--- config.mk ---
export PLATFORM = sky130hd
export DESIGN_NAME = framed_message_deframer_unit
export DESIGN_NICKNAME = d
export VERILOG_FILES = /design/src/rtl/fmd_pkg.sv /design/src/rtl/fmd_hdr_check.sv /design/src/rtl/framed_message_deframer_unit.sv
export SDC_FILE = /design/constraint.sdc
export NUM_CORES = 1
export LEC_CHECK = 0
export BUFFER_PORTS_ARGS = -buffer_cell sky130_fd_sc_hd__buf_2
export CAP_MARGIN = 20
export CELL_PAD_IN_SITES_DETAIL_PLACEMENT = 1
export CELL_PAD_IN_SITES_GLOBAL_PLACEMENT = 1
export CORE_MARGIN = 1
export CORE_UTILIZATION = 25
export CTS_CLUSTER_DIAMETER = 30
export DETAILED_ROUTE_END_ITERATION = 10
export GPL_TIMING_DRIVEN = 0
export PLACE_DENSITY_LB_ADDON = 0.1
export SETUP_SLACK_MARGIN = 0.1
export SLEW_MARGIN = 30
export SYNTH_ARGS = -nofsm -noshare
export SYNTH_HDL_FRONTEND = slang
export SYNTH_HIERARCHICAL = 1
export SYNTH_SLANG_ARGS = --single-unit
export TNS_END_PERCENT = 50
--- constraint.sdc ---
create_clock -name clk -period 14.25 [get_ports clk]
set_clock_uncertainty 0.1 [all_clocks]
set_input_delay 4.275 -clock clk [delete_from_list [all_inputs] [get_ports clk]]
set_output_delay 4.275 -clock clk [all_outputs]
set_load 0.01 [all_outputs]
--- src/rtl/fmd_pkg.sv ---
// ----------------------------------------------------------------------------
// fmd_pkg - shared types and constants of the frame deframer
// Event and error codes, header layout constants and the result record.
// ----------------------------------------------------------------------------
package fmd_pkg;

    localparam int HEADER_BYTES = 16;
    localparam int POS_W        = 4;

    localparam logic [POS_W-1:0] POS_VERSION = POS_W'(4);
    localparam logic [POS_W-1:0] POS_FLAGS   = POS_W'(5);
    localparam logic [POS_W-1:0] POS_ID      = POS_W'(8);
    localparam logic [POS_W-1:0] POS_LENGTH  = POS_W'(12);
    localparam logic [POS_W-1:0] POS_LAST    = POS_W'(HEADER_BYTES - 1);

    localparam logic [7:0] MAGIC_BYTES [4] = '{8'h50, 8'h4D, 8'h54, 8'h33};

    localparam logic [7:0] CFG_IDX_VERSION = 8'd0;
    localparam logic [7:0] CFG_IDX_MAX_LEN = 8'd1;

    localparam logic [7:0]  VERSION_RESET = 8'd3;
    localparam logic [31:0] MAX_LEN_RESET = 32'd1048576;

    typedef enum logic [2:0] {
        EV_HEADER  = 3'd0,
        EV_PAYLOAD = 3'd1,
        EV_EMPTY   = 3'd2,
        EV_ERROR   = 3'd3,
        EV_IDLE    = 3'd4
    } event_t;

    typedef enum logic [2:0] {
        ERR_NONE    = 3'd0,
        ERR_MAGIC   = 3'd1,
        ERR_VERSION = 3'd2,
        ERR_FLAGS   = 3'd3,
        ERR_SIZE    = 3'd4
    } err_t;

    typedef struct packed {
        event_t      evt;
        logic [7:0]  data;
        logic [3:0]  flags;
        logic [15:0] ftype;
        logic [31:0] req_id;
        logic [31:0] length;
        logic        last;
        err_t        err;
    } res_t;

endpackage

--- src/rtl/fmd_hdr_check.sv ---
// ----------------------------------------------------------------------------
// fmd_hdr_check - header validation
// Ranks magic, version, flags rules and payload limit into one error code.
// ----------------------------------------------------------------------------
module fmd_hdr_check
    import fmd_pkg::*;
(
    input  logic        magic_mismatch,
    input  logic [7:0]  version,
    input  logic [7:0]  flags,
    input  logic [31:0] length,
    input  logic [7:0]  expected_version,
    input  logic [31:0] max_payload_len,
    output err_t        err
);

    logic flags_bad;

    // upper bits set, error without response, more without stream
    assign flags_bad = (flags[7:4] != 4'd0)
                    || (flags[1] && !flags[0])
                    || (flags[3] && !flags[2]);

    always_comb
    begin
        if (magic_mismatch)
            err = ERR_MAGIC;
        else if (version != expected_version)
            err = ERR_VERSION;
        else if (flags_bad)
            err = ERR_FLAGS;
        else if (length > max_payload_len)
            err = ERR_SIZE;
        else
            err = ERR_NONE;
    end

endmodule

--- src/rtl/framed_message_deframer_unit.sv ---
// ----------------------------------------------------------------------------
// framed_message_deframer_unit - length-prefixed frame deframer
// Splits a byte stream into 16-byte headers and payloads, one event per byte.
// ----------------------------------------------------------------------------
// Every accepted byte yields exactly one event, registered in the output buffer.
// The block takes one byte per clock: each byte needs only a header counter
// step, a field shift and, on the last header byte, one 32-bit compare
// against max_payload_len. Results leave through a two-entry output buffer
// (main register plus skid register), so a byte is still accepted in the
// cycle that a finished event waits on out_ready; in_ready drops only when
// both entries are full. Header bytes answer with a header event carrying
// zero fields; payload bytes come out tagged with flags, type, request id and
// length, the final one with last_of_frame set. A frame with zero length
// gives a single empty-frame event. The first failed header check reports an
// error code once; afterwards every byte is answered with an idle event until
// reset. Configuration writes are always taken (cfg_ready is tied high) and
// apply from the next header check onward; unknown indexes are dropped.
module framed_message_deframer_unit
    import fmd_pkg::*;
(
    input  logic        clk,
    input  logic        rst_n,

    input  logic        in_valid,
    output logic        in_ready,
    input  logic [7:0]  in_byte,

    output logic        out_valid,
    input  logic        out_ready,
    output logic [2:0]  event_res,
    output logic [7:0]  out_byte,
    output logic [3:0]  frame_flags,
    output logic [15:0] frame_type,
    output logic [31:0] frame_req_id,
    output logic [31:0] payload_len,
    output logic        last_of_frame,
    output logic [2:0]  error_code,

    input  logic        cfg_valid,
    output logic        cfg_ready,
    input  logic [7:0]  cfg_index,
    input  logic [31:0] cfg_data
);

    // configuration
    logic [7:0]  expected_version_reg;
    logic [31:0] max_payload_len_reg;

    // deframer state
    logic [POS_W-1:0] header_count_reg, header_count_next;
    logic             in_payload_reg,   in_payload_next;
    logic             magic_mismatch_reg, magic_mismatch_next;
    logic [7:0]       version_reg,      version_next;
    logic [7:0]       flags_reg,        flags_next;
    logic [15:0]      type_reg,         type_next;
    logic [31:0]      id_reg,           id_next;
    logic [31:0]      length_reg,       length_next;
    logic [31:0]      bytes_left_reg,   bytes_left_next;
    logic             error_latched_reg, error_latched_next;

    // output buffer
    res_t main_reg;
    logic main_valid_reg;
    res_t skid_reg;
    logic skid_valid_reg;

    res_t        res_next;
    logic        in_fire;
    logic        out_fire;
    logic [31:0] length_full;
    logic [31:0] bytes_left_dec;
    logic        mismatch_now;
    err_t        hdr_err;

    assign cfg_ready = 1'b1;
    assign in_ready  = !skid_valid_reg;
    assign in_fire   = in_valid && in_ready;
    assign out_fire  = main_valid_reg && out_ready;

    // length as it stands once the current byte is shifted in
    assign length_full    = {length_reg[23:0], in_byte};
    assign bytes_left_dec = bytes_left_reg - 32'd1;
    assign mismatch_now   = magic_mismatch_reg
                         || ((header_count_reg < POS_VERSION)
                             && (in_byte != MAGIC_BYTES[header_count_reg[1:0]]));

    fmd_hdr_check u_hdr_check (
        .magic_mismatch   (magic_mismatch_reg),
        .version          (version_reg),
        .flags            (flags_reg),
        .length           (length_full),
        .expected_version (expected_version_reg),
        .max_payload_len  (max_payload_len_reg),
        .err              (hdr_err)
    );

    // next state and the event for the byte on the input port
    always_comb
    begin
        header_count_next   = header_count_reg;
        in_payload_next     = in_payload_reg;
        magic_mismatch_next = magic_mismatch_reg;
        version_next        = version_reg;
        flags_next          = flags_reg;
        type_next           = type_reg;
        id_next             = id_reg;
        length_next         = length_reg;
        bytes_left_next     = bytes_left_reg;
        error_latched_next  = error_latched_reg;
        res_next            = '0;
        res_next.evt        = EV_HEADER;
        res_next.err        = ERR_NONE;

        if (error_latched_reg)
        begin
            res_next.evt = EV_IDLE;
        end
        else if (in_payload_reg)
        begin
            res_next.evt    = EV_PAYLOAD;
            res_next.data   = in_byte;
            res_next.flags  = flags_reg[3:0];
            res_next.ftype  = type_reg;
            res_next.req_id = id_reg;
            res_next.length = length_reg;
            bytes_left_next = bytes_left_dec;
            if (bytes_left_dec == 32'd0)
            begin
                res_next.last     = 1'b1;
                in_payload_next   = 1'b0;
                header_count_next = '0;
            end
        end
        else
        begin
            // collect the header field this byte belongs to
            magic_mismatch_next = mismatch_now;
            if (header_count_reg == POS_VERSION)
                version_next = in_byte;
            else if (header_count_reg == POS_FLAGS)
                flags_next = in_byte;
            else if (header_count_reg > POS_FLAGS && header_count_reg < POS_ID)
                type_next = {type_reg[7:0], in_byte};
            else if (header_count_reg >= POS_ID && header_count_reg < POS_LENGTH)
                id_next = {id_reg[23:0], in_byte};
            else if (header_count_reg >= POS_LENGTH)
                length_next = length_full;

            if (header_count_reg != POS_LAST)
            begin
                header_count_next = header_count_reg + POS_W'(1);
            end
            else if (hdr_err != ERR_NONE)
            begin
                error_latched_next = 1'b1;
                res_next.evt       = EV_ERROR;
                res_next.err       = hdr_err;
            end
            else
            begin
                magic_mismatch_next = 1'b0;
                header_count_next   = '0;
                if (length_full == 32'd0)
                begin
                    res_next.evt    = EV_EMPTY;
                    res_next.flags  = flags_reg[3:0];
                    res_next.ftype  = type_reg;
                    res_next.req_id = id_reg;
                    res_next.length = length_full;
                    res_next.last   = 1'b1;
                end
                else
                begin
                    in_payload_next = 1'b1;
                    bytes_left_next = length_full;
                end
            end
        end
    end

    // configuration registers
    always_ff @(posedge clk or negedge rst_n)
    begin
        if (!rst_n)
        begin
            expected_version_reg <= VERSION_RESET;
            max_payload_len_reg  <= MAX_LEN_RESET;
        end
        else if (cfg_valid && cfg_ready)
        begin
            case (cfg_index)
                CFG_IDX_VERSION: expected_version_reg <= cfg_data[7:0];
                CFG_IDX_MAX_LEN: max_payload_len_reg  <= cfg_data;
                default:         ; // drop writes to unknown indexes
            endcase
        end
    end

    // deframer state, advanced on each accepted byte
    always_ff @(posedge clk or negedge rst_n)
    begin
        if (!rst_n)
        begin
            header_count_reg   <= '0;
            in_payload_reg     <= 1'b0;
            magic_mismatch_reg <= 1'b0;
            version_reg        <= '0;
            flags_reg          <= '0;
            type_reg           <= '0;
            id_reg             <= '0;
            length_reg         <= '0;
            bytes_left_reg     <= '0;
            error_latched_reg  <= 1'b0;
        end
        else if (in_fire)
        begin
            header_count_reg   <= header_count_next;
            in_payload_reg     <= in_payload_next;
            magic_mismatch_reg <= magic_mismatch_next;
            version_reg        <= version_next;
            flags_reg          <= flags_next;
            type_reg           <= type_next;
            id_reg             <= id_next;
            length_reg         <= length_next;
            bytes_left_reg     <= bytes_left_next;
            error_latched_reg  <= error_latched_next;
        end
    end

    // output buffer: main register feeds the port, skid catches a request
    // that arrives while the main entry is held
    always_ff @(posedge clk or negedge rst_n)
    begin
        if (!rst_n)
        begin
            main_valid_reg <= 1'b0;
            skid_valid_reg <= 1'b0;
        end
        else if (out_fire || !main_valid_reg)
        begin
            if (skid_valid_reg)
            begin
                main_valid_reg <= 1'b1;
                skid_valid_reg <= 1'b0;
            end
            else
            begin
                main_valid_reg <= in_fire;
            end
        end
        else if (in_fire)
        begin
            skid_valid_reg <= 1'b1;
        end
    end

    always_ff @(posedge clk)
    begin
        if (out_fire || !main_valid_reg)
        begin
            if (skid_valid_reg)
                main_reg <= skid_reg;
            else if (in_fire)
                main_reg <= res_next;
        end
        else if (in_fire)
        begin
            skid_reg <= res_next;
        end
    end

    assign out_valid     = main_valid_reg;
    assign event_res     = main_reg.evt;
    assign out_byte      = main_reg.data;
    assign frame_flags   = main_reg.flags;
    assign frame_type    = main_reg.ftype;
    assign frame_req_id  = main_reg.req_id;
    assign payload_len   = main_reg.length;
    assign last_of_frame = main_reg.last;
    assign error_code    = main_reg.err;

`ifndef NO_ASSERTIONS
    // payload phase and error state never coexist
    assert property (@(posedge clk) disable iff (!rst_n)
        !(in_payload_reg && error_latched_reg))
        else $error("payload phase while error latched");

    // an open payload always has bytes still to come
    assert property (@(posedge clk) disable iff (!rst_n)
        in_payload_reg |-> (bytes_left_reg != 32'd0))
        else $error("payload phase with zero bytes left");

    // error state holds until reset
    assert property (@(posedge clk) disable iff (!rst_n)
        error_latched_reg |=> error_latched_reg)
        else $error("error state released without reset");

    // skid entry is only occupied behind a held main entry
    assert property (@(posedge clk) disable iff (!rst_n)
        skid_valid_reg |-> main_valid_reg)
        else $error("skid entry filled with main entry empty");
`endif

endmodule

# After elaboration in Yosys (flattened, before gate mapping)

Index checks and enable logic that the tools add are counted.

Memories kept: 0
Bits in read-only memories: 0
Latch bits: 0
Bits in writable memories: 0
Logic and storage cells: 139
Register bits: 375
Bits of input ports: 53

Reductions and logical operators: 35
Shift-type cells: 0
$lt $le $gt $ge: 8
Mux-type cells: 45
$mul: 0
Bitwise operators: 8
$add $sub $neg: 2
Equality and inequality tests: 11
Divide/modulo/power cells: 0

Operators by type and width:

| operator                                                              | count |
|---|---|
| 85-bit 2-to-1 mux                                                     | 3 |
| 99-bit 2-to-1 mux                                                     | 2 |
| 32-bit 2-to-1 mux                                                     | 4 |
| 96-bit 2-to-1 mux                                                     | 1 |
| 88-bit 2-to-1 mux                                                     | 1 |
| 32-bit logical NOT                                                    | 2 |
| 32-bit > comparator                                                   | 1 |
| 32-bit by 1-bit subtractor with 32-bit output (second input constant) | 1 |
| 3-bit 2-to-1 mux                                                      | 10 |
| 8-bit 2-to-1 mux                                                      | 3 |
| 8-bit binary-select mux with 2-bit select                             | 1 |
| 4-bit 2-to-1 mux                                                      | 4 |
| 8-bit inequality test                                                 | 2 |
| 1-bit 2-to-1 mux                                                      | 15 |
| 2-bit AND reduction                                                   | 5 |
| 5-bit AND reduction                                                   | 2 |
| 4-bit by 3-bit == test with 1-bit output (second input constant)      | 2 |
| 8-bit by 1-bit == test with 1-bit output (second input constant)      | 1 |
| 4-bit >= comparator (second input constant)                           | 2 |
| 8-bit logical NOT                                                     | 1 |
| 4-bit less-than comparator (second input constant)                    | 2 |
| 4-bit AND reduction                                                   | 2 |
| 8-bit AND reduction                                                   | 1 |
| 1-bit logical AND                                                     | 7 |
| other kinds (19)                                                      | 34 |

# Longest topological paths before layout

Depth in word-level cells: 14
Mapped depth: 16

# By module

Netlist, hierarchy kept.

By module, submodules not included:

| module                       | cells an instance | seq. area each (um^2) | area each (um^2) | times used |
|---|---|---|---|---|
| framed_message_deframer_unit | 1103              | 10378.7               | 15911.5          | 1 |
| fmd_hdr_check                | 132               | 0.0                   | 965.9            | 1 |

# Least setup slack after synthesis

Ideal clock, no wire load.

Kind: input to register
From: in out_ready
To: reg skid_reg[0] in the netlist's numbering, enable pin
Buffers on the path: 0
Path slack: 4993 ps
Arrival: 8599 ps
Cell stages on the path: 2
Required time: 13593 ps
Path through: nand2b_1 nor2_1

Longest elaborated chain between the ends: 4

RTL lines:

| what                          | line                                | text |
|---|---|---|
| start: declaration            | framed_message_deframer_unit.sv:29  | `input logic out_ready,` |
| 1-bit logical AND             | framed_message_deframer_unit.sv:78  | `assign out_fire = main_valid_reg && out_ready;` |
| 1-bit logical OR              | framed_message_deframer_unit.sv:259 | `if (out_fire \|\| !main_valid_reg)` |
| 1-bit inverter (no line)      | --                                  |  |
| 2-bit AND reduction (no line) | --                                  |  |
| end signal: assignment        | framed_message_deframer_unit.sv:268 | `skid_reg <= res_next;` |
| end: declaration              | framed_message_deframer_unit.sv:64  | `res_t skid_reg;` |

Every way passes these cells.
A chain may end at the register's enable or synchronous reset.

# Worst setup path after layout

From: in in_byte[5]
To: reg bytes_left_reg[3]

Longest elaborated chain between the ends: 8
Elaborated cells on any way between the ends: 10

RTL lines:

| what                            | line                                | text |
|---|---|---|
| start: declaration              | framed_message_deframer_unit.sv:26  | `input logic [7:0] in_byte,` |
| 32-bit > comparator             | fmd_hdr_check.sv:32                 | `else if (length > max_payload_len)` |
| 3-bit 2-to-1 mux                | fmd_hdr_check.sv:32                 |  |
| 3-bit 2-to-1 mux                | fmd_hdr_check.sv:30                 | `else if (flags_bad)` |
| 3-bit 2-to-1 mux                | fmd_hdr_check.sv:28                 | `else if (version != expected_version)` |
| 3-bit 2-to-1 mux                | fmd_hdr_check.sv:26                 | `if (magic_mismatch)` |
| net hdr_err[2]                  | framed_message_deframer_unit.sv:73  | `err_t hdr_err;` |
| 3-bit nonzero test              | framed_message_deframer_unit.sv:153 | `else if (hdr_err != ERR_NONE)` |
| 2-bit inequality test (no line) | --                                  |  |
| 5-bit AND reduction (no line)   | --                                  |  |
| end signal: assignment          | framed_message_deframer_unit.sv:225 | `bytes_left_reg <= bytes_left_next;` |
| end: declaration                | framed_message_deframer_unit.sv:58  | `logic [31:0] bytes_left_reg, bytes_left_next;` |

The timed path passes the listed nets, and every way through them passes these cells.

==> run metrics <==
fin crit share=0.584; r2r startpoint=length_reg[1]; clock slew seen by the registers of the worst setup and hold paths=about 0.04 ns; Slew HR=0.332; GR Util met2=0.243; initial drt markers=between 500 and 600; Worst Path Required=between 10 and 15 ns; DRC violations left=0; Tmin final=8.32 ns; first-pass GRT wire length=approximately 77,000 µm; Tightest Pin Transition=0.993 ns; Hold WS=roughly 0.35 ns; Unique masters post-synth=79; DP Worst Slack=about 5.3 ns; estimated wirelength of the detail-placed design=35,100 µm; post-synthesis sequential area ratio=0.615; Hold Path Class=flip-flop to flip-flop; RePlAce Congestion=roughly 0.82; cell accounting for the most synthesized area=edfxtp_1; synthesis-stage register bit count=roughly 380; initial antenna violation count=6; Post-synth top cells=mux2_2, edfxtp_1, dfrtp_1; Nets=1,598; Clk pwr share=0.621; Post-synth EDFFs=about 200; Logic pwr share=0.048; Worst path slowest cell=nor3_1; GR Overflow Total=0; Syn Inst Count=~1,200; Top Ports=155; num rows=between 90 and 100; Worst EP arrival=~8.8 ns; Pins Over Slew Limit=0; design area=around 23,000 µm²; status=completed; Flop pwr share=0.331; clock root buffer=clkbuf_16; die area=between 60,000 and 70,000 µm²; Resized cells post-CTS=0; met1 GRT Util=0.199; setup TNS=0 ns; CP cell instances=buf_2 > ha_1 > a21oi_1 > o21ai_1 > a221o_1 > o31ai_1 > a31oi_1 > nor3_1 > nor2b_1 > o21a_1 > o21a_1 > clkbuf_1 > clkbuf_1 > buf_1 > o22ai_1 > a21oi_1; routed wire length per instance=20.7 µm; fmax=about 0.12 GHz; CTS Buffer Depth=3; CP peak stage delay=around 0.70 ns; Mapped Area=around 17,000 µm²; CTS sink count=375; core box area=between 60,000 and 70,000 µm²; fraction of power spent switching nets=0.225; GR peak layer=met2; vias in the first global route=~12,000; YS warnings=6; Fillers=approximately 7,000; Buffers on Ports=153; max-cap violation count=0; Peak VDD IR=0.0958 mV; CTS tree=built; cell area after placement=roughly 19,000 µm²; Max FO, Critical Path=10; Worst Setup Path Type=input pin to flip-flop; gr usage total=0.152; total wire length=just over 50,000 µm; share of cells above drive strength 1=0.378; antenna-violating nets left=0; Vias=approximately 11,000; CTS Hold Buffers Added=0; post-CTS setup buffer count=0; synth top area cells=edfxtp_1, dfrtp_1, mux2_2; PnR worst setup slack=roughly 5.9 ns; Power Internal=~2800 µW; Hold Crit Start=error_latched_reg; Synth top area share=0.352; clk_lat worst skew=roughly 0.66 ns; largest net degree at the start of global routing=69; LEAKAGE=slightly below 0.01 µW; Core Util, Final=0.340; power density cells=~160 nW/µm²; RSZ-0062 raised after global routing=false; CP Launch Type=input pin; CTS Buf Count=about 110; final hold violations=0; Final setup viols=0; Net Count, Synth=1,325; Worst Setup SP=in_byte[5]; global routing usage on met3=0.0328; DIE WIDTH=262 µm; Syn Area/Cell=13.7 µm²; share of flip-flops with an asynchronous set or reset=0.472; die height=between 200 and 300 µm; Crit. End Element=flip-flop; Initial Util=0.254; NetSw=about 800 µW; TritonRoute pass-1 iters=4; DR vias/cell=~4.6; H-tree depth=3; area grow syn2layout=33.7%; top-count cell post-synth=mux2_2; predominant post-synthesis flop cell=edfxtp_1; max reg flops=a little under 100
## worst max-delay path, delay by kind of cell
family,cells,cell delay [ns]
compound gates,9,1.69
fa+ha+maj,1,0.31
buf+inv,4,1.47
simple gates,2,1.01
## metrics by stage
step	total power, µW	cells
after floorplan	1320	1235
after global placement	1410	2252
after detailed placement	1410	2262
after CTS	3730	2464
after global routing	3800	2464
final	3670	2465
## power by group through the flow
stage                     clock network [µW]  registers, µW  logic, µW
after CTS                               2340           1220        182
after global placement                     0           1240        168
after global routing                    2390           1220        195
after floorplan                            0           1240       75.4
after detailed placement                   0           1230        181
final                                   2280           1210        175
## area by class of cell
class	count	area, µm²	area share
antenna	1	2.50	0.000111
buffer	66	328	0.0145
clock buffer	151	2990	0.133
clock inverter	51	547	0.0242
inverter	45	169	0.00748
multi-input combinational	749	6040	0.267
sequential	375	10400	0.460
tap	864	1080	0.0479
timing repair buffer	163	1040	0.0459
## kinds of logic after synthesis
| family | count (synthesis) | share of synthesized area |
|---|---|---|
| other cells | 1 | 0.000222 |
| flops | 375 | 0.615 |
| buf+inv | 111 | 0.0290 |
| simple gates | 304 | 0.106 |
| compound gates | 154 | 0.0564 |
| fa+ha+maj | 37 | 0.0274 |
| mux | 236 | 0.157 |
| xor+xnor | 17 | 0.00882 |
## per-layer routing
layer	part of all wire	wire length (µm)
met5	0	0
met4	0.026	1340
met3	0.044	2240
met2	0.48	24400
met1	0.45	23000
## layout by cell type, fill, tap and decap left out, drive strengths merged, types with 41 or more instances in the layout
cell type and count:
clkinv 41, edfxtp 198, mux2 235, clkbuf 199, and2 99, buf 181, inv 48, dfrtp 174
a21oi 46
## final timing paths
kind | slack [ns] | depth (start not counted) | end
worst max-delay path | 5.93 | 16 | bytes_left_reg[3]
min in group asynchronous | 3.45 | 1 | max_payload_len_reg[30]
max in group asynchronous | 9.85 | 2 | flags_reg[0]
worst max register to register | 9.03 | 15 | bytes_left_reg[3]
worst min-delay path | 0.35 | 0 | skid_reg[98]
worst min register to register | 0.35 | 0 | skid_reg[98]
(Power assumes the default switching activity.)
